$ cat src/rtl/cfde_pkg.sv
// ----------------------------------------------------------------------------
// cfde_pkg
// Shared types and constants for the first-descent Collatz engine: value and
// digit widths of the serial datapath, field widths and the control states.
// ----------------------------------------------------------------------------
package cfde_pkg;

  // 128-bit walk values move through the datapath in 32-bit digits
  localparam int VAL_W     = 128;
  localparam int DIG_W     = 32;
  localparam int NDIG      = VAL_W / DIG_W;
  localparam int DIG_IDX_W = $clog2(NDIG);

  // field widths of the channel words
  localparam int MASK_W  = 28;
  localparam int DEPTH_W = 16;
  localparam int COUNT_W = 29;
  localparam int LIMIT_W = 16;
  localparam int HALF_W  = 64;

  localparam logic [LIMIT_W-1:0] LIMIT_RESET = 16'd2000;

  typedef logic [DIG_W-1:0] digit_t;

  // engine control states
  typedef enum logic [2:0] {
    ST_IDLE,
    ST_SETUP,
    ST_STEP,
    ST_FLUSH,
    ST_FINISH
  } state_t;

endpackage

$ cat src/rtl/cfde_if.sv
// ----------------------------------------------------------------------------
// cfde channel interfaces
// Valid/ready channels for the selector word going in and the result word
// coming out of the first-descent Collatz engine.
// ----------------------------------------------------------------------------
interface cfde_in_if;
  import cfde_pkg::*;

  logic              valid;
  logic              ready;
  logic [MASK_W-1:0] selector_mask;

  modport source (output valid, output selector_mask, input ready);
  modport sink   (input valid, input selector_mask, output ready);
endinterface

interface cfde_out_if;
  import cfde_pkg::*;

  logic               valid;
  logic               ready;
  logic [DEPTH_W-1:0] descent_depth;
  logic               overflowed;
  logic               no_descent;
  logic [DEPTH_W-1:0] best_depth;
  logic [MASK_W-1:0]  best_mask;
  logic [COUNT_W-1:0] failure_total;
  logic [COUNT_W-1:0] overflow_total;
  logic [HALF_W-1:0]  peak_upper;
  logic [HALF_W-1:0]  peak_lower;

  modport source (
    output valid, input ready,
    output descent_depth, output overflowed, output no_descent,
    output best_depth, output best_mask, output failure_total,
    output overflow_total, output peak_upper, output peak_lower
  );
  modport sink (
    input valid, output ready,
    input descent_depth, input overflowed, input no_descent,
    input best_depth, input best_mask, input failure_total,
    input overflow_total, input peak_upper, input peak_lower
  );
endinterface

$ cat src/rtl/collatz_first_descent_engine_core.sv
// ----------------------------------------------------------------------------
// collatz_first_descent_engine_core
// Walks the shortcut Collatz map from a start value built out of a selector
// word and reports the first descent below the start, with running records.
// ----------------------------------------------------------------------------
// Each selector word builds N = 4*3^BASE_EXPONENT + 3 + 4*sum(3^i, bit i set)
// and then applies (3x+1)/2 or x/2 on 128 bits until the value drops below N,
// step_limit steps pass, or 3x+1 would not fit. The 128-bit walk, start and
// peak values sit in rotating rings of four 32-bit digits, and the 32-bit
// adder slices handle one digit per cycle. An item is accepted in the idle
// state, then takes P setup passes with P = max(SELECTOR_BITS, BASE_EXPONENT+1),
// one pass per Collatz step taken (an overflowing step counts as one), a peak
// flush pass and a finish state that waits for the output register to be free.
// A new word is taken while the previous result still waits in the output register.
module collatz_first_descent_engine_core #(
  parameter int SELECTOR_BITS = 28,
  parameter int BASE_EXPONENT = 44
) (
  input  logic                      clk,
  input  logic                      rst,
  input  logic                      cfg_wen,
  input  logic [cfde_pkg::LIMIT_W-1:0] cfg_wdata,
  cfde_in_if.sink                   work,
  cfde_out_if.source                result
);
  import cfde_pkg::*;

  // setup passes: one power of three per pass
  localparam int NPASS  = (SELECTOR_BITS > BASE_EXPONENT + 1) ? SELECTOR_BITS
                                                              : BASE_EXPONENT + 1;
  localparam int PASS_W = $clog2(NPASS);
  localparam logic [MASK_W-1:0] KEEP_MASK =
    (SELECTOR_BITS >= MASK_W) ? {MASK_W{1'b1}}
                              : MASK_W'((64'd1 << SELECTOR_BITS) - 64'd1);

  state_t state, state_next;

  logic [LIMIT_W-1:0]       step_limit;
  logic [DIG_IDX_W-1:0]     digit;
  logic [PASS_W-1:0]        pass_idx;
  logic [SELECTOR_BITS-1:0] sel;
  logic [MASK_W-1:0]        mask_keep;

  digit_t walk  [NDIG];
  digit_t start [NDIG];
  digit_t peak  [NDIG];

  logic carry;
  logic carry_p;
  logic p_msb;
  logic odd;
  logic lt_start;
  logic lt_peak;
  logic pending;

  logic [DEPTH_W-1:0] step_count;
  logic               ovf_flag;
  logic               desc_flag;

  logic [DEPTH_W-1:0] record_depth;
  logic [MASK_W-1:0]  record_selector;
  logic [COUNT_W-1:0] failure_count;
  logic [COUNT_W-1:0] overflow_count;

  logic               out_valid;
  logic [DEPTH_W-1:0] out_depth;
  logic               out_ovf;
  logic               out_nodesc;
  logic [DEPTH_W-1:0] out_best_depth;
  logic [MASK_W-1:0]  out_best_mask;
  logic [COUNT_W-1:0] out_fail;
  logic [COUNT_W-1:0] out_ovf_total;
  logic [VAL_W-1:0]   out_peak;

  // control decode
  logic in_ready;
  logic accept;
  logic run_setup;
  logic run_step;
  logic run_flush;
  logic finish_fire;

  logic first_dig;
  logic last_dig;
  logic last_pass;
  logic is_base;

  // setup slice
  digit_t             p_d;
  digit_t             p2_d;
  digit_t             addend;
  logic [DIG_W:0]     acc_sum;
  logic [DIG_W:0]     p3_sum;

  // step slice
  digit_t             x_d;
  digit_t             h_d;
  logic               od;
  logic [DIG_W:0]     y_sum;
  digit_t             y_d;
  digit_t             peak_eff;
  logic               lt_start_n;
  logic               lt_peak_n;
  logic               step_ovf;
  logic               step_stop;
  logic [DEPTH_W-1:0] step_count_inc;

  // finish values
  logic               fin_desc_better;
  logic [DEPTH_W-1:0] record_depth_next;
  logic [MASK_W-1:0]  record_selector_next;
  logic [COUNT_W-1:0] failure_count_next;
  logic [COUNT_W-1:0] overflow_count_next;

  // digit position within a pass
  assign first_dig = (digit == '0);
  assign last_dig  = (digit == DIG_IDX_W'(NDIG - 1));
  assign last_pass = (pass_idx == PASS_W'(NPASS - 1));
  assign is_base   = (pass_idx == PASS_W'(BASE_EXPONENT));

  // setup slice: acc += c*p, p *= 3, c is selector bit plus base flag
  always_comb begin
    p_d  = walk[0];
    p2_d = {p_d[DIG_W-2:0], (first_dig ? 1'b0 : p_msb)};
    if (sel[0] && is_base) begin
      addend = p2_d;
    end else if (sel[0] || is_base) begin
      addend = p_d;
    end else begin
      addend = '0;
    end
    acc_sum = {1'b0, start[0]} + {1'b0, addend} + (DIG_W+1)'(first_dig ? 1'b0 : carry);
    p3_sum  = {1'b0, p_d} + {1'b0, p2_d} + (DIG_W+1)'(first_dig ? 1'b0 : carry_p);
  end

  // step slice: odd x gives x + (x>>1) + 1, even x gives x>>1
  always_comb begin
    x_d      = walk[0];
    h_d      = {(last_dig ? 1'b0 : walk[1][0]), x_d[DIG_W-1:1]};
    od       = first_dig ? walk[0][0] : odd;
    y_sum    = {1'b0, (od ? x_d : '0)} + {1'b0, h_d}
             + (DIG_W+1)'(first_dig ? od : carry);
    y_d      = y_sum[DIG_W-1:0];
    peak_eff = pending ? x_d : peak[0];
    lt_start_n = (y_d < start[0]) ||
                 ((y_d == start[0]) && !first_dig && lt_start);
    lt_peak_n  = (peak_eff < y_d) ||
                 ((peak_eff == y_d) && !first_dig && lt_peak);
    step_ovf   = od && (y_sum[DIG_W] || y_sum[DIG_W-1]);
    step_count_inc = step_count + DEPTH_W'(1);
    step_stop  = step_ovf || lt_start_n || (step_count_inc == step_limit);
  end

  // next state
  always_comb begin
    state_next = state;
    case (state)
      ST_IDLE: begin
        if (work.valid) state_next = ST_SETUP;
      end
      ST_SETUP: begin
        if (last_dig && last_pass) begin
          state_next = (step_limit == '0) ? ST_FLUSH : ST_STEP;
        end
      end
      ST_STEP: begin
        if (last_dig && step_stop) state_next = ST_FLUSH;
      end
      ST_FLUSH: begin
        if (last_dig) state_next = ST_FINISH;
      end
      ST_FINISH: begin
        if (!out_valid || result.ready) state_next = ST_IDLE;
      end
      default: state_next = ST_IDLE;
    endcase
  end

  // state outputs
  always_comb begin
    in_ready    = 1'b0;
    run_setup   = 1'b0;
    run_step    = 1'b0;
    run_flush   = 1'b0;
    finish_fire = 1'b0;
    case (state)
      ST_IDLE:   in_ready = 1'b1;
      ST_SETUP:  run_setup = 1'b1;
      ST_STEP:   run_step = 1'b1;
      ST_FLUSH:  run_flush = 1'b1;
      ST_FINISH: finish_fire = !out_valid || result.ready;
      default:   in_ready = 1'b0;
    endcase
  end

  assign accept     = in_ready && work.valid;
  assign work.ready = in_ready;

  // state register and step limit
  always_ff @(posedge clk) begin
    if (rst) begin
      state      <= ST_IDLE;
      step_limit <= LIMIT_RESET;
    end else begin
      state <= state_next;
      if (cfg_wen) step_limit <= cfg_wdata;
    end
  end

  // digit and pass counters, item flags
  always_ff @(posedge clk) begin
    if (rst) begin
      digit      <= '0;
      pass_idx   <= '0;
      step_count <= '0;
      ovf_flag   <= 1'b0;
      desc_flag  <= 1'b0;
      pending    <= 1'b0;
    end else if (accept) begin
      digit      <= '0;
      pass_idx   <= '0;
      step_count <= '0;
      ovf_flag   <= 1'b0;
      desc_flag  <= 1'b0;
    end else begin
      if (run_setup || run_step || run_flush) digit <= digit + DIG_IDX_W'(1);
      if (run_setup && last_dig) pass_idx <= pass_idx + PASS_W'(1);
      if (run_step && last_dig) begin
        pending <= step_ovf ? 1'b0 : lt_peak_n;
        if (step_ovf) begin
          ovf_flag <= 1'b1;
        end else begin
          step_count <= step_count_inc;
          desc_flag  <= lt_start_n;
        end
      end
      if (run_flush && last_dig) pending <= 1'b0;
    end
  end

  // per-digit carries and running compares
  always_ff @(posedge clk) begin
    if (run_setup) begin
      carry   <= acc_sum[DIG_W];
      carry_p <= p3_sum[DIG_W];
      p_msb   <= p_d[DIG_W-1];
    end else if (run_step) begin
      carry    <= y_sum[DIG_W];
      lt_start <= lt_start_n;
      lt_peak  <= lt_peak_n;
      if (first_dig) odd <= walk[0][0];
    end
  end

  // selector shift register
  always_ff @(posedge clk) begin
    if (accept) begin
      sel       <= SELECTOR_BITS'(work.selector_mask);
      mask_keep <= work.selector_mask & KEEP_MASK;
    end else if (run_setup && last_dig) begin
      sel <= sel >> 1;
    end
  end

  // walk and start rings
  always_ff @(posedge clk) begin
    if (accept) begin
      for (int j = 0; j < NDIG; j++) begin
        walk[j]  <= (j == 0) ? DIG_W'(4) : '0;
        start[j] <= (j == 0) ? DIG_W'(3) : '0;
      end
    end else if (run_setup || run_step || run_flush) begin
      for (int j = 0; j < NDIG - 1; j++) begin
        walk[j]  <= walk[j+1];
        start[j] <= start[j+1];
      end
      if (run_setup) begin
        walk[NDIG-1]  <= last_pass ? acc_sum[DIG_W-1:0] : p3_sum[DIG_W-1:0];
        start[NDIG-1] <= acc_sum[DIG_W-1:0];
      end else if (run_step) begin
        walk[NDIG-1]  <= y_d;
        start[NDIG-1] <= start[0];
      end else begin
        walk[NDIG-1]  <= walk[0];
        start[NDIG-1] <= start[0];
      end
    end
  end

  // peak ring, takes the previous walk value when it was a new maximum
  always_ff @(posedge clk) begin
    if (rst) begin
      for (int j = 0; j < NDIG; j++) peak[j] <= '0;
    end else if (run_step || run_flush) begin
      for (int j = 0; j < NDIG - 1; j++) peak[j] <= peak[j+1];
      peak[NDIG-1] <= peak_eff;
    end
  end

  // record and counter updates at item end
  always_comb begin
    fin_desc_better      = desc_flag && (step_count > record_depth);
    record_depth_next    = fin_desc_better ? step_count : record_depth;
    record_selector_next = fin_desc_better ? mask_keep : record_selector;
    failure_count_next   = failure_count
                         + COUNT_W'(!ovf_flag && !desc_flag);
    overflow_count_next  = overflow_count + COUNT_W'(ovf_flag);
  end

  always_ff @(posedge clk) begin
    if (rst) begin
      record_depth    <= '0;
      record_selector <= '0;
      failure_count   <= '0;
      overflow_count  <= '0;
    end else if (finish_fire) begin
      record_depth    <= record_depth_next;
      record_selector <= record_selector_next;
      failure_count   <= failure_count_next;
      overflow_count  <= overflow_count_next;
    end
  end

  // output word register
  always_ff @(posedge clk) begin
    if (rst) begin
      out_valid <= 1'b0;
    end else if (finish_fire) begin
      out_valid <= 1'b1;
    end else if (result.ready) begin
      out_valid <= 1'b0;
    end
  end

  always_ff @(posedge clk) begin
    if (finish_fire) begin
      out_depth      <= desc_flag ? step_count : '0;
      out_ovf        <= ovf_flag;
      out_nodesc     <= !ovf_flag && !desc_flag;
      out_best_depth <= record_depth_next;
      out_best_mask  <= record_selector_next;
      out_fail       <= failure_count_next;
      out_ovf_total  <= overflow_count_next;
      out_peak       <= {peak[3], peak[2], peak[1], peak[0]};
    end
  end

  assign result.valid          = out_valid;
  assign result.descent_depth  = out_depth;
  assign result.overflowed     = out_ovf;
  assign result.no_descent     = out_nodesc;
  assign result.best_depth     = out_best_depth;
  assign result.best_mask      = out_best_mask;
  assign result.failure_total  = out_fail;
  assign result.overflow_total = out_ovf_total;
  assign result.peak_upper     = out_peak[VAL_W-1:HALF_W];
  assign result.peak_lower     = out_peak[HALF_W-1:0];

endmodule

$ cat src/flat_wrapper.sv
// flat-port wrapper written by rule: the top's interface ports become plain ports
module collatz_first_descent_engine_core_flat import cfde_pkg::*;
#(
  parameter int SELECTOR_BITS = 28,
  parameter int BASE_EXPONENT = 44
)
  (clk, rst, cfg_wen, cfg_wdata, work_valid, work_selector_mask, work_ready, result_valid, result_ready, result_descent_depth, result_overflowed, result_no_descent, result_best_depth, result_best_mask, result_failure_total, result_overflow_total, result_peak_upper, result_peak_lower);
  cfde_in_if work_i ();
  cfde_out_if result_i ();
  input  logic clk;
  input  logic rst;
  input  logic cfg_wen;
  input  logic [cfde_pkg::LIMIT_W-1:0] cfg_wdata;
  input wire logic [$bits(work_i.valid)-1:0] work_valid;
  input wire logic [$bits(work_i.selector_mask)-1:0] work_selector_mask;
  output wire logic [$bits(work_i.ready)-1:0] work_ready;
  output wire logic [$bits(result_i.valid)-1:0] result_valid;
  input wire logic [$bits(result_i.ready)-1:0] result_ready;
  output wire logic [$bits(result_i.descent_depth)-1:0] result_descent_depth;
  output wire logic [$bits(result_i.overflowed)-1:0] result_overflowed;
  output wire logic [$bits(result_i.no_descent)-1:0] result_no_descent;
  output wire logic [$bits(result_i.best_depth)-1:0] result_best_depth;
  output wire logic [$bits(result_i.best_mask)-1:0] result_best_mask;
  output wire logic [$bits(result_i.failure_total)-1:0] result_failure_total;
  output wire logic [$bits(result_i.overflow_total)-1:0] result_overflow_total;
  output wire logic [$bits(result_i.peak_upper)-1:0] result_peak_upper;
  output wire logic [$bits(result_i.peak_lower)-1:0] result_peak_lower;
  assign work_i.valid = work_valid;
  assign work_i.selector_mask = work_selector_mask;
  assign work_ready = work_i.ready;
  assign result_valid = result_i.valid;
  assign result_i.ready = result_ready;
  assign result_descent_depth = result_i.descent_depth;
  assign result_overflowed = result_i.overflowed;
  assign result_no_descent = result_i.no_descent;
  assign result_best_depth = result_i.best_depth;
  assign result_best_mask = result_i.best_mask;
  assign result_failure_total = result_i.failure_total;
  assign result_overflow_total = result_i.overflow_total;
  assign result_peak_upper = result_i.peak_upper;
  assign result_peak_lower = result_i.peak_lower;
  collatz_first_descent_engine_core #(.SELECTOR_BITS(SELECTOR_BITS), .BASE_EXPONENT(BASE_EXPONENT)) u_core (.clk(clk), .rst(rst), .cfg_wen(cfg_wen), .cfg_wdata(cfg_wdata), .work(work_i), .result(result_i));
endmodule
$ cat config.mk
export PLATFORM = sky130hd
export DESIGN_NAME = collatz_first_descent_engine_core_flat
export DESIGN_NICKNAME = d
export VERILOG_FILES = /design/src/rtl/cfde_pkg.sv /design/src/rtl/cfde_if.sv /design/src/rtl/collatz_first_descent_engine_core.sv /design/src/flat_wrapper.sv
export SDC_FILE = /design/constraint.sdc
export NUM_CORES = 1
export LEC_CHECK = 0
export BUFFER_PORTS_ARGS = -buffer_cell sky130_fd_sc_hd__buf_2
export CAP_MARGIN = 30
export CELL_PAD_IN_SITES_DETAIL_PLACEMENT = 1
export CELL_PAD_IN_SITES_GLOBAL_PLACEMENT = 2
export CORE_MARGIN = 5
export CORE_UTILIZATION = 45
export DETAILED_ROUTE_END_ITERATION = 7
export GPL_TIMING_DRIVEN = 0
export PLACE_DENSITY_LB_ADDON = 0.1
export SLEW_MARGIN = 20
export SYNTH_ARGS = -nofsm -noshare
export SYNTH_HDL_FRONTEND = slang
export SYNTH_SLANG_ARGS = --single-unit
$ cat constraint.sdc
create_clock -name clk -period 16.2 [get_ports clk]
set_clock_uncertainty 0.1 [all_clocks]
set_input_delay 2.43 -clock clk [delete_from_list [all_inputs] [get_ports clk]]
set_output_delay 2.43 -clock clk [all_outputs]
set_load 0.02 [all_outputs]
==> metrics.csv <==
stage,metric,value,unit
placed_design,place_ws,8.24,ns
critical_path,worstRegToRegCells,25,
power_and_ir_drop,vdd_ir_drop_max,106,uV
synthesis,synth_xor_xnor_area_share,4.42,%
critical_path,end_kind,flop,
synthesis,syn_area,0.0402,sq mm
sta,setup_ws,8.21,ns
critical_path,r2r-end,u_core.state[0]$_SDFFE_PP0P_,
global_route,grt_start_max_net_pins,58,
clock_tree,cts_tree,built,
worst_hold_path,min_to,u_core.out_peak[2]$_DFFE_PP_,
sta,hold_ws,0.330,ns
drt,drc,0,
sta,tns,0,ns
synthesis,netlist_instances,3355,
layout,layout_common_cells,"694 x edfxtp_1, 306 x buf_2, 272 x nand2_1",
clock_tree,cts_hold_buf,0,
layout,drive_gt1_share,15.1,%
drt,first_pass_iters,5,
drt,drt-initial-drc-count,1700,
drt,avgViaCountPerCell,5.58,
synthesis,yosys.area_share.simple,14.8,%
clock_tree,clk_pin_slew,0.06,ns
run_status,status,finished clean,
synthesis,synth_compound_area_share,9.57,%
power_and_ir_drop,power.total,9120,uW
synthesis,synth_seq_cells,843,
critical_path,cp_common_cell,nor3_1,
critical_path,critPathArrivalTime,8.49,ns
sta,finalCritPeriodShare,49.3,%
synthesis,async_flop_share,0,%
critical_path,cp_slowest_cell,or4_1,
floorplanning,io-pin-count,299,
placed_design,place_area,0.0436,sq mm
clock_tree,postCtsSetupBuffers,0,
global_route,grt_pass1_wl,183,mm
layout,final_common_cell,edfxtp_1,
clock_tree,cts_inserted_buffers,93,
placed_design,port_buffers,298,
placed_design,hpwl,92.2,mm
worst_hold_path,hold_class,reg2reg,
sta,setup_violations,0,
synthesis,syn_nets,3592,
layout,fin_nets,4003,
clock_tree,cts_buffer_depth,3,
clock_tree,cts.htree.levels,3,
sta,slew_headroom,33.8,%
drt,routed_wl,123,mm
sta,tightest_slew,0.986,ns
global_route,track_usage,25.1,%
drt,dr_total_vias,27948,
floorplanning,die_area,0.0955,sq mm
floorplanning,coreArea,0.0885,sq mm
sta,fmax,125,MHz
synthesis,synth_top_family_by_area,simple AND/OR/NAND/NOR gates,
worst_hold_path,hold_start,u_core.peak[0][2]$_SDFFCE_PN0P_,
synthesis,synth_mux_area_share,3.64,%
global_route,grt_antenna_before_repair,1,
floorplanning,floorplan.rows,109,
critical_path,cp_max_fo,10,
synthesis,synth-edff-count,694,
layout,n_fill_cell,9218,
worst_hold_path,holdPathStages,0,
floorplanning,start_util,45.5,%
clock_tree,cts_resized,0,
clock_tree,clock_sinks,843,
global_route,gr-total-overflow,0,
synthesis,avgSynthCellArea,12.0,sq um
layout,syn_to_final_growth,16.2,%
floorplanning,die-width,309,um
sta,fin_crit,7.99,ns
power_and_ir_drop,p_leak,0.0189,uW
clock_tree,clockRootBuffer,clkbuf_16,
synthesis,synthAdderAreaFrac,5.96,%
critical_path,critPathTopFamily,simple AND/OR/NAND/NOR gates,
critical_path,path_buf_inv,3,
critical_path,r2r_slack,8.21,ns
critical_path,critPathMaxStageDelay,0.69,ns
sta,hold_viol_final,0,
clock_tree,clock_latency,0.67,ns
synthesis,yosysSeqAreaShare,59.2,%
floorplanning,die_h,309,um
critical_path,required,16.69,ns
run,maxCapViolCount,0,
critical_path,worstSetupPathType,reg2reg,
global_route,grt_pass1_vias,29665,
layout,final_area,0.0468,sq mm
drt,wl_per_cell,24.5,um
drt,ant_nets,0,
synthesis,yosys_most_used_dff,edfxtp_1,
synthesis,synth_cell_type_count,81,
critical_path,r2r-start,u_core.digit[0]$_SDFFE_PP0N_,
synthesis,yosysWarnings,0,
placed_design,place.gp.congestion,0.903,
sta,rsz0062_at_grt,false,
power_and_ir_drop,p_per_area,195,mW/mm^2
sta,slew_viol_final,0,
critical_path,crit_path_start_kind,flop,
## how the worst max path moves through the flow
stage,start,to,slack [ns],cells after the start
floorplan,result_ready,u_core.failure_count[6]$_SDFFE_PP0P_,5.08,8
global placement,result_ready,u_core.failure_count[6]$_SDFFE_PP0P_,1.05,9
detailed placement,u_core.digit[0]$_SDFFE_PP0N_,u_core.desc_flag$_SDFFE_PP0P_,8.24,25
CTS,u_core.digit[0]$_SDFFE_PP0N_,u_core.desc_flag$_SDFFE_PP0P_,8.16,25
global route,u_core.digit[0]$_SDFFE_PP0N_,u_core.desc_flag$_SDFFE_PP0P_,7.68,25
finish,u_core.digit[0]$_SDFFE_PP0N_,u_core.state[0]$_SDFFE_PP0P_,8.21,25
## metal layers
layer,vias up,GRT usage (%),part of all wire [%]
li1,12994,-,-
met1,14024,31.1,41
met4,0,11.2,4.7
met5,-,0,0
met2,689,43.9,50
met3,241,3.25,4.2
## cells by family (layout without fill, tap and decap cells)
kind of cell	count (synthesis)	count (layout)
flops	843	843
other cells	0	1
simple gates	1153	1153
xor+xnor	203	203
mux	137	137
buf+inv	258	749
compound gates	573	573
fa+ha+maj	188	188
## metrics by stage
step           std cells  utilization (%)
3_5_place_dp        4833             49.2
2_1_floorplan       3355                -
5_1_grt             5011             52.8
4_1_cts             5008             52.8
3_3_place_gp        4818             48.8
6_report            5012             52.8
## state kept, by name, indices dropped and copies added, names as in the netlist, 29 cells and up
| signal | count |
|---|---|
| u_core.failure_count | 29 |
| u_core.out_peak | 128 |
| u_core.overflow_count | 29 |
| u_core.peak | 128 |
| u_core.result.failure_total | 29 |
| u_core.result.overflow_total | 29 |
| u_core.start | 128 |
| u_core.walk | 128 |
## area by class of cell
type,instances,area (sq um),share of cell area [%]
plain buffers,147,573,1.23
multi-input cells,2254,15500,33.1
well taps,1165,1460,3.12
clock inverters,56,654,1.40
diodes,1,2.50,0.00535
repair buffers,316,1840,3.93
inverters,111,417,0.891
clock buffers,119,2530,5.40
flip-flops and latches,843,23800,50.9
## cells in the mapped netlist, drive strengths merged (33+ instances only)
master | n | area, sq um
nor2 | 215 | 807
clkbuf | 131 | 492
mux2i | 63 | 631
xnor2 | 95 | 832
edfxtp | 694 | 20800
nand2 | 275 | 1030
nand3 | 64 | 320
a21o | 58 | 435
ha | 182 | 2280
and2 | 181 | 1130
nor3 | 39 | 195
mux2 | 74 | 833
xor2 | 108 | 946
o21ai | 125 | 629
a21oi | 146 | 742
dfxtp | 149 | 2980
nor2b | 213 | 1330
a22o | 33 | 289
inv | 111 | 417
## power by group
group	leakage [uW]	internal (uW)	switching, uW
clock	0.00154	1300	896
sequential	0.00826	3020	330
combinational	0.00914	1240	2330
total	0.0189	5570	3550
No activity file was read; power rests on OpenSTA's default activity.
